`src/md5_pkg.sv`:
```
`default_nettype none
package md5_pkg;

    localparam logic [31:0] INIT_A = 32'h67452301;
    localparam logic [31:0] INIT_B = 32'hefcdab89;
    localparam logic [31:0] INIT_C = 32'h98badcfe;
    localparam logic [31:0] INIT_D = 32'h10325476;
    localparam logic [7:0]  PAD_BYTE = 8'h80;

    // Command passed from the front end to the round engine
    typedef enum logic [1:0] {
        CMD_BLOCK  = 2'd0,  // compress buffer, keep running
        CMD_PAD    = 2'd1,  // compress buffer, then a length-only block
        CMD_FINAL  = 2'd2   // compress buffer as the final block
    } md5_cmd_t;

    typedef struct packed {
        md5_cmd_t     cmd;
        logic         buf_sel;
        logic [63:0]  bit_len;
    } md5_job_t;

    typedef enum logic [2:0] {
        ENG_IDLE,
        ENG_ROUND,
        ENG_ADD,
        ENG_EMIT
    } md5_eng_state_t;

    function automatic logic [31:0] round_k(input logic [5:0] r);
        logic [31:0] k;
        begin
            unique case (r)
                6'd0:  k = 32'hd76aa478; 6'd1:  k = 32'he8c7b756;
                6'd2:  k = 32'h242070db; 6'd3:  k = 32'hc1bdceee;
                6'd4:  k = 32'hf57c0faf; 6'd5:  k = 32'h4787c62a;
                6'd6:  k = 32'ha8304613; 6'd7:  k = 32'hfd469501;
                6'd8:  k = 32'h698098d8; 6'd9:  k = 32'h8b44f7af;
                6'd10: k = 32'hffff5bb1; 6'd11: k = 32'h895cd7be;
                6'd12: k = 32'h6b901122; 6'd13: k = 32'hfd987193;
                6'd14: k = 32'ha679438e; 6'd15: k = 32'h49b40821;
                6'd16: k = 32'hf61e2562; 6'd17: k = 32'hc040b340;
                6'd18: k = 32'h265e5a51; 6'd19: k = 32'he9b6c7aa;
                6'd20: k = 32'hd62f105d; 6'd21: k = 32'h02441453;
                6'd22: k = 32'hd8a1e681; 6'd23: k = 32'he7d3fbc8;
                6'd24: k = 32'h21e1cde6; 6'd25: k = 32'hc33707d6;
                6'd26: k = 32'hf4d50d87; 6'd27: k = 32'h455a14ed;
                6'd28: k = 32'ha9e3e905; 6'd29: k = 32'hfcefa3f8;
                6'd30: k = 32'h676f02d9; 6'd31: k = 32'h8d2a4c8a;
                6'd32: k = 32'hfffa3942; 6'd33: k = 32'h8771f681;
                6'd34: k = 32'h6d9d6122; 6'd35: k = 32'hfde5380c;
                6'd36: k = 32'ha4beea44; 6'd37: k = 32'h4bdecfa9;
                6'd38: k = 32'hf6bb4b60; 6'd39: k = 32'hbebfbc70;
                6'd40: k = 32'h289b7ec6; 6'd41: k = 32'heaa127fa;
                6'd42: k = 32'hd4ef3085; 6'd43: k = 32'h04881d05;
                6'd44: k = 32'hd9d4d039; 6'd45: k = 32'he6db99e5;
                6'd46: k = 32'h1fa27cf8; 6'd47: k = 32'hc4ac5665;
                6'd48: k = 32'hf4292244; 6'd49: k = 32'h432aff97;
                6'd50: k = 32'hab9423a7; 6'd51: k = 32'hfc93a039;
                6'd52: k = 32'h655b59c3; 6'd53: k = 32'h8f0ccc92;
                6'd54: k = 32'hffeff47d; 6'd55: k = 32'h85845dd1;
                6'd56: k = 32'h6fa87e4f; 6'd57: k = 32'hfe2ce6e0;
                6'd58: k = 32'ha3014314; 6'd59: k = 32'h4e0811a1;
                6'd60: k = 32'hf7537e82; 6'd61: k = 32'hbd3af235;
                6'd62: k = 32'h2ad7d2bb; 6'd63: k = 32'heb86d391;
                default: k = 32'h0;
            endcase
            return k;
        end
    endfunction

    function automatic logic [4:0] round_s(input logic [5:0] r);
        logic [4:0] s;
        begin
            unique case ({r[5:4], r[1:0]})
                4'd0:  s = 5'd7;  4'd1:  s = 5'd12; 4'd2:  s = 5'd17; 4'd3:  s = 5'd22;
                4'd4:  s = 5'd5;  4'd5:  s = 5'd9;  4'd6:  s = 5'd14; 4'd7:  s = 5'd20;
                4'd8:  s = 5'd4;  4'd9:  s = 5'd11; 4'd10: s = 5'd16; 4'd11: s = 5'd23;
                4'd12: s = 5'd6;  4'd13: s = 5'd10; 4'd14: s = 5'd15; 4'd15: s = 5'd21;
                default: s = 5'd0;
            endcase
            return s;
        end
    endfunction

    function automatic logic [3:0] round_g(input logic [5:0] r);
        logic [3:0] g;
        begin
            unique case (r[5:4])
                2'd0:    g = r[3:0];
                2'd1:    g = 4'(5 * r[3:0] + 1);
                2'd2:    g = 4'(3 * r[3:0] + 5);
                2'd3:    g = 4'(7 * r[3:0]);
                default: g = r[3:0];
            endcase
            return g;
        end
    endfunction

endpackage
`default_nettype wire

```
`src/md5_front.sv`:
```
`default_nettype none
module md5_front (
    input  wire logic              clk,
    input  wire logic              rst_n,
    input  wire logic [7:0]        data_byte,
    input  wire logic              byte_present,
    input  wire logic              end_of_message,
    input  wire logic              in_valid,
    output logic                   in_ready,
    // job output handshake
    output logic                   job_valid,
    input  wire logic              job_ready,
    output md5_pkg::md5_job_t      job,
    // buffer write port
    output logic                   wr_en,
    output logic                   wr_sel,
    output logic [5:0]             wr_pos,
    output logic [7:0]             wr_byte,
    input  wire logic [1:0]        buf_free
);
    import md5_pkg::*;

    logic [60:0] count_reg, count_next;
    logic        sel_reg, sel_next;
    // padding in progress: write 0x80 then zeros up to byte 55 or 63
    logic        pad_reg, pad_next;
    logic [5:0]  pad_pos_reg, pad_pos_next;
    logic        pad_first_reg, pad_first_next;
    logic        issue;

    assign in_ready = !pad_reg && buf_free[sel_reg] && job_ready;

    always_comb
    begin
        count_next     = count_reg;
        sel_next       = sel_reg;
        pad_next       = pad_reg;
        pad_pos_next   = pad_pos_reg;
        pad_first_next = pad_first_reg;
        wr_en   = 1'b0;
        wr_pos  = count_reg[5:0];
        wr_byte = data_byte;
        issue   = 1'b0;
        job.cmd = CMD_BLOCK;
        job.buf_sel = sel_reg;
        job.bit_len = {count_reg, 3'b000};
        if (pad_reg)
        begin
            // hold padding until the buffer is free and the queue has room
            if (buf_free[sel_reg] && job_ready)
            begin
                wr_en   = 1'b1;
                wr_pos  = pad_pos_reg;
                wr_byte = pad_first_reg ? PAD_BYTE : 8'h00;
                pad_first_next = 1'b0;
                pad_pos_next = pad_pos_reg + 6'd1;
                if ((pad_pos_reg == 6'd55 && count_reg[5:0] < 6'd56) || pad_pos_reg == 6'd63)
                begin
                    issue   = 1'b1;
                    job.cmd = (count_reg[5:0] < 6'd56) ? CMD_FINAL : CMD_PAD;
                    pad_next = 1'b0;
                    count_next = '0;
                    sel_next = !sel_reg;
                end
            end
        end
        else if (in_valid && in_ready)
        begin
            if (byte_present)
            begin
                wr_en = 1'b1;
                count_next = count_reg + 61'd1;
                if (count_reg[5:0] == 6'd63)
                begin
                    issue = 1'b1;
                    sel_next = !sel_reg;
                end
            end
            if (end_of_message)
            begin
                pad_next = 1'b1;
                pad_first_next = 1'b1;
                pad_pos_next = count_next[5:0];
                if (issue)
                    // block issued with this byte; its bit length counts this byte
                    job.bit_len = {count_next, 3'b000};
            end
        end
    end

    assign job_valid = issue;
    assign wr_sel    = sel_reg;

    always_ff @(posedge clk or negedge rst_n)
    begin
        if (!rst_n)
        begin
            count_reg     <= '0;
            sel_reg       <= 1'b0;
            pad_reg       <= 1'b0;
            pad_pos_reg   <= '0;
            pad_first_reg <= 1'b0;
        end
        else
        begin
            count_reg     <= count_next;
            sel_reg       <= sel_next;
            pad_reg       <= pad_next;
            pad_pos_reg   <= pad_pos_next;
            pad_first_reg <= pad_first_next;
        end
    end

    a_pad_no_accept: assert property (@(posedge clk) disable iff (!rst_n)
        pad_reg |-> !in_ready) else $error("input taken during padding");
    a_issue_room: assert property (@(posedge clk) disable iff (!rst_n)
        job_valid |-> job_ready) else $error("job issued into full queue");
    a_pad_pos: assert property (@(posedge clk) disable iff (!rst_n)
        (pad_reg && !pad_first_reg) |-> pad_pos_reg != count_reg[5:0])
        else $error("padding overwrote a message byte");

endmodule
`default_nettype wire

```
`src/md5_engine.sv`:
```
`default_nettype none
module md5_engine (
    input  wire logic              clk,
    input  wire logic              rst_n,
    input  wire logic              job_valid,
    output logic                   job_ready,
    input  md5_pkg::md5_job_t      job,
    input  wire logic              wr_en,
    input  wire logic              wr_sel,
    input  wire logic [5:0]        wr_pos,
    input  wire logic [7:0]        wr_byte,
    output logic [1:0]             buf_free,
    output logic [31:0]            out_word,
    output logic [1:0]             out_index,
    output logic                   out_valid,
    input  wire logic              out_ready
);
    import md5_pkg::*;

    // two block buffers of sixteen words, written a byte lane at a time
    logic [31:0] mem [0:31];
    logic [31:0] rd_word;

    // job queue, two deep
    md5_job_t    q_reg [0:1];
    logic        q_wp_reg, q_rp_reg;
    logic [1:0]  q_cnt_reg;

    logic [1:0]  busy_reg;          // buffer holds a block not yet compressed
    logic [1:0]  busy_next;
    md5_eng_state_t state_reg, state_next;
    logic [5:0]  rnd_reg;
    logic        len_pass_reg;      // running the length-only block
    md5_job_t    cur_reg;
    logic [31:0] a_reg, b_reg, c_reg, d_reg;
    logic [31:0] h0_reg, h1_reg, h2_reg, h3_reg;
    logic [1:0]  emit_reg;
    logic [5:0]  rd_rnd;
    logic [3:0]  g_idx;
    logic [31:0] m_word, f_val, sum, rot, b_new;
    logic        start, round_go, last_round, blk_done, emit_go;
    logic [31:0] len_word;
    logic [4:0]  rd_addr_w;

    assign job_ready = q_cnt_reg != 2'd2;
    assign buf_free  = ~busy_reg;
    assign start     = (state_reg == ENG_IDLE) && q_cnt_reg != 2'd0;

    // round r reads word g(r); the read is registered, so the address is presented in the cycle before the round
    assign rd_rnd    = start ? 6'd0 : rnd_reg + 6'd1;
    assign rd_addr_w = {start ? q_reg[q_rp_reg].buf_sel : cur_reg.buf_sel, round_g(rd_rnd)};

    always_ff @(posedge clk)
    begin
        if (wr_en)
            mem[{wr_sel, wr_pos[5:2]}][{wr_pos[1:0], 3'b000} +: 8] <= wr_byte;
        rd_word <= mem[rd_addr_w];
    end

    assign g_idx = round_g(rnd_reg);
    assign len_word = (g_idx == 4'd14) ? cur_reg.bit_len[31:0] : cur_reg.bit_len[63:32];
    always_comb
    begin
        m_word = rd_word;
        if (len_pass_reg)
            m_word = (g_idx == 4'd14 || g_idx == 4'd15) ? len_word : 32'h0;
        else if (cur_reg.cmd == CMD_FINAL && (g_idx == 4'd14 || g_idx == 4'd15))
            m_word = len_word;
        unique case (rnd_reg[5:4])
            2'd0:    f_val = d_reg ^ (b_reg & (c_reg ^ d_reg));
            2'd1:    f_val = c_reg ^ (d_reg & (b_reg ^ c_reg));
            2'd2:    f_val = b_reg ^ c_reg ^ d_reg;
            2'd3:    f_val = c_reg ^ (b_reg | ~d_reg);
            default: f_val = 32'h0;
        endcase
        sum = a_reg + f_val + round_k(rnd_reg) + m_word;
        rot = (sum << round_s(rnd_reg)) | (sum >> (6'd32 - {1'b0, round_s(rnd_reg)}));
        b_new = b_reg + rot;
    end

    assign round_go   = state_reg == ENG_ROUND;
    assign last_round = round_go && rnd_reg == 6'd63;
    assign blk_done   = state_reg == ENG_ADD;
    assign emit_go    = state_reg == ENG_EMIT && (!out_valid || out_ready);

    // buffer no longer needed once its last round has read it
    assign busy_next = (busy_reg | ({1'b0, job_valid} << job.buf_sel))
                     & ~({1'b0, last_round && !len_pass_reg} << cur_reg.buf_sel);

    always_comb
    begin
        state_next = state_reg;
        unique case (state_reg)
            ENG_IDLE:  if (start) state_next = ENG_ROUND;
            ENG_ROUND: if (last_round) state_next = ENG_ADD;
            ENG_ADD:
                if (cur_reg.cmd == CMD_PAD && !len_pass_reg)
                    state_next = ENG_ROUND;
                else if (cur_reg.cmd == CMD_BLOCK)
                    state_next = ENG_IDLE;
                else
                    state_next = ENG_EMIT;
            ENG_EMIT:  if (emit_go && emit_reg == 2'd3) state_next = ENG_IDLE;
            default:   state_next = ENG_IDLE;
        endcase
    end

    always_ff @(posedge clk or negedge rst_n)
    begin
        if (!rst_n)
        begin
            state_reg <= ENG_IDLE;
            q_wp_reg  <= 1'b0;
            q_rp_reg  <= 1'b0;
            q_cnt_reg <= '0;
            busy_reg  <= '0;
            rnd_reg   <= '0;
            len_pass_reg <= 1'b0;
            emit_reg  <= '0;
            out_valid <= 1'b0;
            h0_reg <= INIT_A; h1_reg <= INIT_B; h2_reg <= INIT_C; h3_reg <= INIT_D;
        end
        else
        begin
            state_reg <= state_next;
            if (job_valid)
                q_wp_reg <= !q_wp_reg;
            busy_reg  <= busy_next;
            q_cnt_reg <= q_cnt_reg + {1'b0, job_valid} - {1'b0, start};
            if (start)
                q_rp_reg <= !q_rp_reg;
            if (start || last_round)
                rnd_reg <= '0;
            else if (round_go)
                rnd_reg <= rnd_reg + 6'd1;
            if (start)
                len_pass_reg <= 1'b0;
            if (blk_done)
            begin
                if (cur_reg.cmd == CMD_PAD && !len_pass_reg)
                    len_pass_reg <= 1'b1;
                h0_reg <= h0_reg + a_reg; h1_reg <= h1_reg + b_reg;
                h2_reg <= h2_reg + c_reg; h3_reg <= h3_reg + d_reg;
            end
            if (emit_go)
            begin
                out_valid <= 1'b1;
                out_index <= emit_reg;
                unique case (emit_reg)
                    2'd0:    out_word <= h0_reg;
                    2'd1:    out_word <= h1_reg;
                    2'd2:    out_word <= h2_reg;
                    2'd3:    out_word <= h3_reg;
                    default: out_word <= h0_reg;
                endcase
                emit_reg <= emit_reg + 2'd1;
                if (emit_reg == 2'd3)
                begin
                    h0_reg <= INIT_A; h1_reg <= INIT_B;
                    h2_reg <= INIT_C; h3_reg <= INIT_D;
                end
            end
            else if (out_valid && out_ready)
                out_valid <= 1'b0;
        end
    end

    always_ff @(posedge clk)
    begin
        if (job_valid)
            q_reg[q_wp_reg] <= job;
        if (start)
            cur_reg <= q_reg[q_rp_reg];
        if (start)
        begin
            a_reg <= h0_reg; b_reg <= h1_reg; c_reg <= h2_reg; d_reg <= h3_reg;
        end
        else if (blk_done && state_next == ENG_ROUND)
        begin
            // length-only block starts from the freshly added chaining words
            a_reg <= h0_reg + a_reg; b_reg <= h1_reg + b_reg;
            c_reg <= h2_reg + c_reg; d_reg <= h3_reg + d_reg;
        end
        else if (round_go)
        begin
            a_reg <= d_reg; b_reg <= b_new; c_reg <= b_reg; d_reg <= c_reg;
        end
    end

    a_q_bound: assert property (@(posedge clk) disable iff (!rst_n)
        q_cnt_reg != 2'd3) else $error("job queue count out of range");
    a_start_idle: assert property (@(posedge clk) disable iff (!rst_n)
        start |=> state_reg == ENG_ROUND) else $error("engine failed to start");
    a_emit_order: assert property (@(posedge clk) disable iff (!rst_n)
        (out_valid && out_ready && out_index == 2'd3) |=> !out_valid || out_index == 2'd0)
        else $error("digest words out of order");

endmodule
`default_nettype wire

```
`src/md5_message_digest_top.sv`:
```
// MD5 digest of a byte stream.
// Input channel s_axis: one transaction per item. s_axis_tdata[7:0] is the
// message byte, s_axis_tuser marks it as present, s_axis_tlast ends the
// message. An item with tlast and no byte closes the message as it stands.
// Output channel m_axis: four transactions per message, digest words A..D;
// tuser carries the word index, tlast marks word D.
// Throughput: one byte per cycle while the current block buffer is free, the
// job queue has room and no padding is being written. Two 64-byte buffers
// alternate, so the front end fills one while the round engine compresses the
// other (a start step, one round a cycle and the chaining add). Closing a
// message takes padding writes, one or two block compressions and four
// output transactions.
// A two-entry job queue separates the byte front end from the round engine.
// Reset loads the standard initial chaining values and clears the count.
// When the receiver stalls, the engine holds the digest and, once its
// buffers are full, s_axis_tready falls.
`default_nettype none
module md5_message_digest_top (
    input  wire logic        clk,
    input  wire logic        rst_n,
    input  wire logic        s_axis_tvalid,
    output logic             s_axis_tready,
    input  wire logic [7:0]  s_axis_tdata,   // [7:0] data_byte
    input  wire logic        s_axis_tuser,   // [0] byte_present
    input  wire logic        s_axis_tlast,   // end_of_message
    output logic             m_axis_tvalid,
    input  wire logic        m_axis_tready,
    output logic [31:0]      m_axis_tdata,   // [31:0] digest_word
    output logic [1:0]       m_axis_tuser,   // [1:0] word_index
    output logic             m_axis_tlast    // last_word
);
    import md5_pkg::*;

    md5_job_t   job;
    logic       job_valid, job_ready;
    logic       wr_en, wr_sel;
    logic [5:0] wr_pos;
    logic [7:0] wr_byte;
    logic [1:0] buf_free;

    md5_front u_front (
        .clk, .rst_n,
        .data_byte(s_axis_tdata), .byte_present(s_axis_tuser),
        .end_of_message(s_axis_tlast),
        .in_valid(s_axis_tvalid), .in_ready(s_axis_tready),
        .job_valid, .job_ready, .job,
        .wr_en, .wr_sel, .wr_pos, .wr_byte, .buf_free
    );

    md5_engine u_engine (
        .clk, .rst_n,
        .job_valid, .job_ready, .job,
        .wr_en, .wr_sel, .wr_pos, .wr_byte, .buf_free,
        .out_word(m_axis_tdata), .out_index(m_axis_tuser),
        .out_valid(m_axis_tvalid), .out_ready(m_axis_tready)
    );

    assign m_axis_tlast = m_axis_tuser == 2'd3;

endmodule
`default_nettype wire

```
`config.mk`:
```
export PLATFORM = sky130hd
export DESIGN_NAME = md5_message_digest_top
export DESIGN_NICKNAME = d
export VERILOG_FILES = /design/src/md5_pkg.sv /design/src/md5_front.sv /design/src/md5_engine.sv /design/src/md5_message_digest_top.sv
export SDC_FILE = /design/constraint.sdc
export NUM_CORES = 2
export LEC_CHECK = 0
export BUFFER_PORTS_ARGS = -buffer_cell sky130_fd_sc_hd__buf_2
export CAP_MARGIN = 20
export CORE_MARGIN = 10
export CORE_UTILIZATION = 50
export DETAILED_ROUTE_END_ITERATION = 8
export PLACE_DENSITY = 0.68
export SETUP_SLACK_MARGIN = 0.15
export SLEW_MARGIN = 5
export SYNTH_ARGS = -nofsm -noshare
export SYNTH_HDL_FRONTEND = slang
export SYNTH_HIERARCHICAL = 1
export SYNTH_SLANG_ARGS = --single-unit
```
`constraint.sdc`:
```
create_clock -name clk -period 10.7 [get_ports clk]
set_clock_uncertainty 0.05 [all_clocks]
set_input_delay 1.07 -clock clk [delete_from_list [all_inputs] [get_ports clk]]
set_output_delay 1.07 -clock clk [all_outputs]
set_load 0.005 [all_outputs]
```
==> results.yml <==
synth:
  synthDistinctLibCells: 111
  ys_warn_count: 6
  synth_top_flop_cell: "edfxtp_1"
  syn-instance-count: 7175
  async_flop_share_pct: 13.3
  synth_seq_cells: 1636
  synth-edff-count: 1387
  seq_area_frac_synth_pct: 55.1
  syn-cell-area_sq_um: 86700
  avgSynthCellArea_sq_um: 12.1
drt:
  wl_per_cell_um: 27.1
  wirelength_um: 266000
  ant_nets: 0
  num_vias: 62400
  drc: 0
  drtIter0Drc: 8634
  routed_via_density: 6.37
  firstDrtPassIters: 8
min_path:
  hold_path.class: "in -> async"
run:
  drv_cap: 0
critical_path:
  crit_slowest_cell: "fa_1"
  end_kind: "flip-flop"
  crit_required_ns: 11.18
  cpPeakStageDelay_ns: 0.55
  crit_path_start_kind: "flip-flop"
  crit_arrival_ns: 10.71
  cpLargestDelayFamily: "compound AO/OA/AOI/OAI gates"
  cp_num_buf_inv: 8
  crit_fanout: 9
  path_class: "reg -> reg"
finish:
  final_util_pct: 56.6
  largest_reg_flops: 1024
  nets: 7665
  fill_cells: 13800
  area_growth_pct: 12.4
  drive_above_1_share_pct: 17.7
cts:
  cts-buffers-inserted: 169
  path_clk_slew_ns: 0.07
  cts.sinks: 1636
  cts_root_buf: "clkbuf_16"
  cts_tree: "done"
  htreeDepth: 4
  insertion_delay_ns: 0.84
  cts.path.max_buffers: 3
sta:
  period_share_pct: 95.6
  rsz0062_at_grt: "false"
  finalHoldViolCount: 0
  slew_violations: 0
  max_slew_margin_pct: 26.0
  setup_viol: 0
  fmax_mhz: 97.8
  fin_crit_ns: 10.23
  worstMarginPinSlew_ns: 1.11
place:
  place_congestion: 0.987
  dp_hpwl_um: 183000
  portBuffers: 50
die:
  initial_utilization_pct: 50.4
  die_w_um: 436
  die_area_sq_um: 190000
  core-area_sq_um: 172000
  rows: 152
  die_y_um: 436
  io_pins: 51
global_routing:
  grt_pass1_vias: 59400
  grt_usage_pct: 26.9
  grtUsageMet2_pct: 40.2
  grt.busiest_layer: "met2"
  antenna_found_initial: 7
  grt_pass1_wl_um: 391000
  grt-ovfl-total: 0
  use_met1_pct: 38.3
  grt_max_degree: 129
  use_met3_pct: 5.79
run_status:
  status: "finished clean"
## timing repair
| item | CTS | global route |
|---|---|---|
| buffers inserted | 5 | 18 |
| hold buffers | 0 | 0 |
| gates resized for setup | 14 | 60 |
| gates cloned | 0 | 2 |
| pin swaps | 7 | 21 |
| endpoints found under the setup margin | 5 | 11 |
## synthesized netlist by cell type (all sizes together) (25+ instances only)
cell / n / area [sq um]
o211ai: 196 / 1480
a21oi: 443 / 2230
nor3: 106 / 531
mux2i: 195 / 1960
or2: 45 / 282
or3: 39 / 244
a222oi: 34 / 340
nor2b: 27 / 169
xor2: 97 / 850
edfxtp: 1387 / 41600
buf: 143 / 683
nor2: 575 / 2170
fa: 74 / 1480
mux2: 155 / 1750
o21ai: 436 / 2180
a31oi: 106 / 684
dfstp: 64 / 1680
o22ai: 25 / 156
and3: 31 / 194
dfrtp: 153 / 3830
dfxtp: 32 / 641
nand2: 794 / 2990
inv: 217 / 815
a21o: 70 / 526
o21a: 47 / 353
xnor2: 188 / 1650
and2: 71 / 444
nand2b: 34 / 213
a211oi: 67 / 521
nand3: 146 / 736
ha: 243 / 3040
o31ai: 41 / 308
clkbuf: 276 / 1040
nand4: 51 / 319
mux4: 264 / 5950
nor4: 38 / 293
## area by class of cell
| cell class | count | area (sq um) | share of cell area, % |
|---|---|---|---|
| repair buffers | 405 | 3370 | 3.46 |
| inverters | 218 | 823 | 0.845 |
| well taps | 2310 | 2890 | 2.96 |
| diodes | 8 | 20.0 | 0.0205 |
| multi-input cells | 4904 | 36800 | 37.8 |
| clock inverters | 91 | 1140 | 1.17 |
| clock buffers | 225 | 4570 | 4.69 |
| flip-flops and latches | 1636 | 47800 | 49.1 |
## kinds of logic after synthesis
group / count (synthesis) / share of synthesized area, %
adders and majority gates: 318 / 5.23
and+or+nand+nor: 2000 / 10.3
AOI/OAI and AO/OA: 1682 / 12.4
xor gates and xnor gates: 286 / 2.91
other: 2 / 0.00866
muxes: 614 / 11.1
buffers and inverters: 637 / 2.93
DFF: 1636 / 55.1
## cell usage in the layout, fill, tap and decap left out, drive strengths merged, types with 45 or more instances in the layout
cell type and n:
mux2 155, ha 243, nand4 51, a21oi 443, a211oi 67, buf 402
clkinv 65, a31oi 106, dfrtp 153, nor2 575, mux4 264, xor2 97
fa 74, o21ai 436, dfstp 64, nor3 106, nand2 794, a21o 70
inv 219, mux2i 195, or2 45, clkbuf 228, edfxtp 1387, o211ai 196
and2 71, nand3 146, xnor2 188, o21a 47
## routing by layer
layer / vias to the layer above / wire length, um
li1: 27500 / -
met4: 4 / 11700
met3: 590 / 26200
met1: 31000 / 110000
met2: 3304 / 118000
met5: - / 76
## worst paths after layout
check                                                  startpoint                                end  slack (ns)  depth (start not counted)
worst max register to register    u_engine/rnd_reg[0]$_DFFE_PN0P_       u_engine/b_reg[31]$_DFFE_PP_        0.47                         44
worst max-delay path              u_engine/rnd_reg[0]$_DFFE_PN0P_       u_engine/b_reg[31]$_DFFE_PP_        0.47                         44
min in group clk                                    m_axis_tready     u_engine/out_valid$_DFFE_PN0P_        0.42                          2
worst min-delay path                                        rst_n      u_engine/h2_reg[25]$_DFF_PN0_        0.15                          1
max in group asynchronous                                   rst_n  u_front/count_reg[32]$_DFFE_PN0P_        8.30                          3
worst min register to register  u_front/pad_first_reg$_DFFE_PN0P_  u_front/pad_first_reg$_DFFE_PN0P_        0.44                          2
## per-stage QoR
stage | hold slack, ns | area, sq um | instances | TNS (ns) | worst slack, ns
floorplan | 0.395 | 86700 | 7177 | 0 | 0.231
global route | 0.147 | 97500 | 9790 | 0 | 0.0873
finish | 0.149 | 97500 | 9797 | 0 | 0.470
CTS | 0.120 | 96600 | 9744 | 0 | 0.160
detailed placement | 0.422 | 90700 | 9423 | -0.112 | -0.106
global placement | 0.409 | 90700 | 9421 | 0 | 0.155
Power is not shown: default switching activity piles up to over one toggle a cycle in this logic, so the estimate is an artifact.
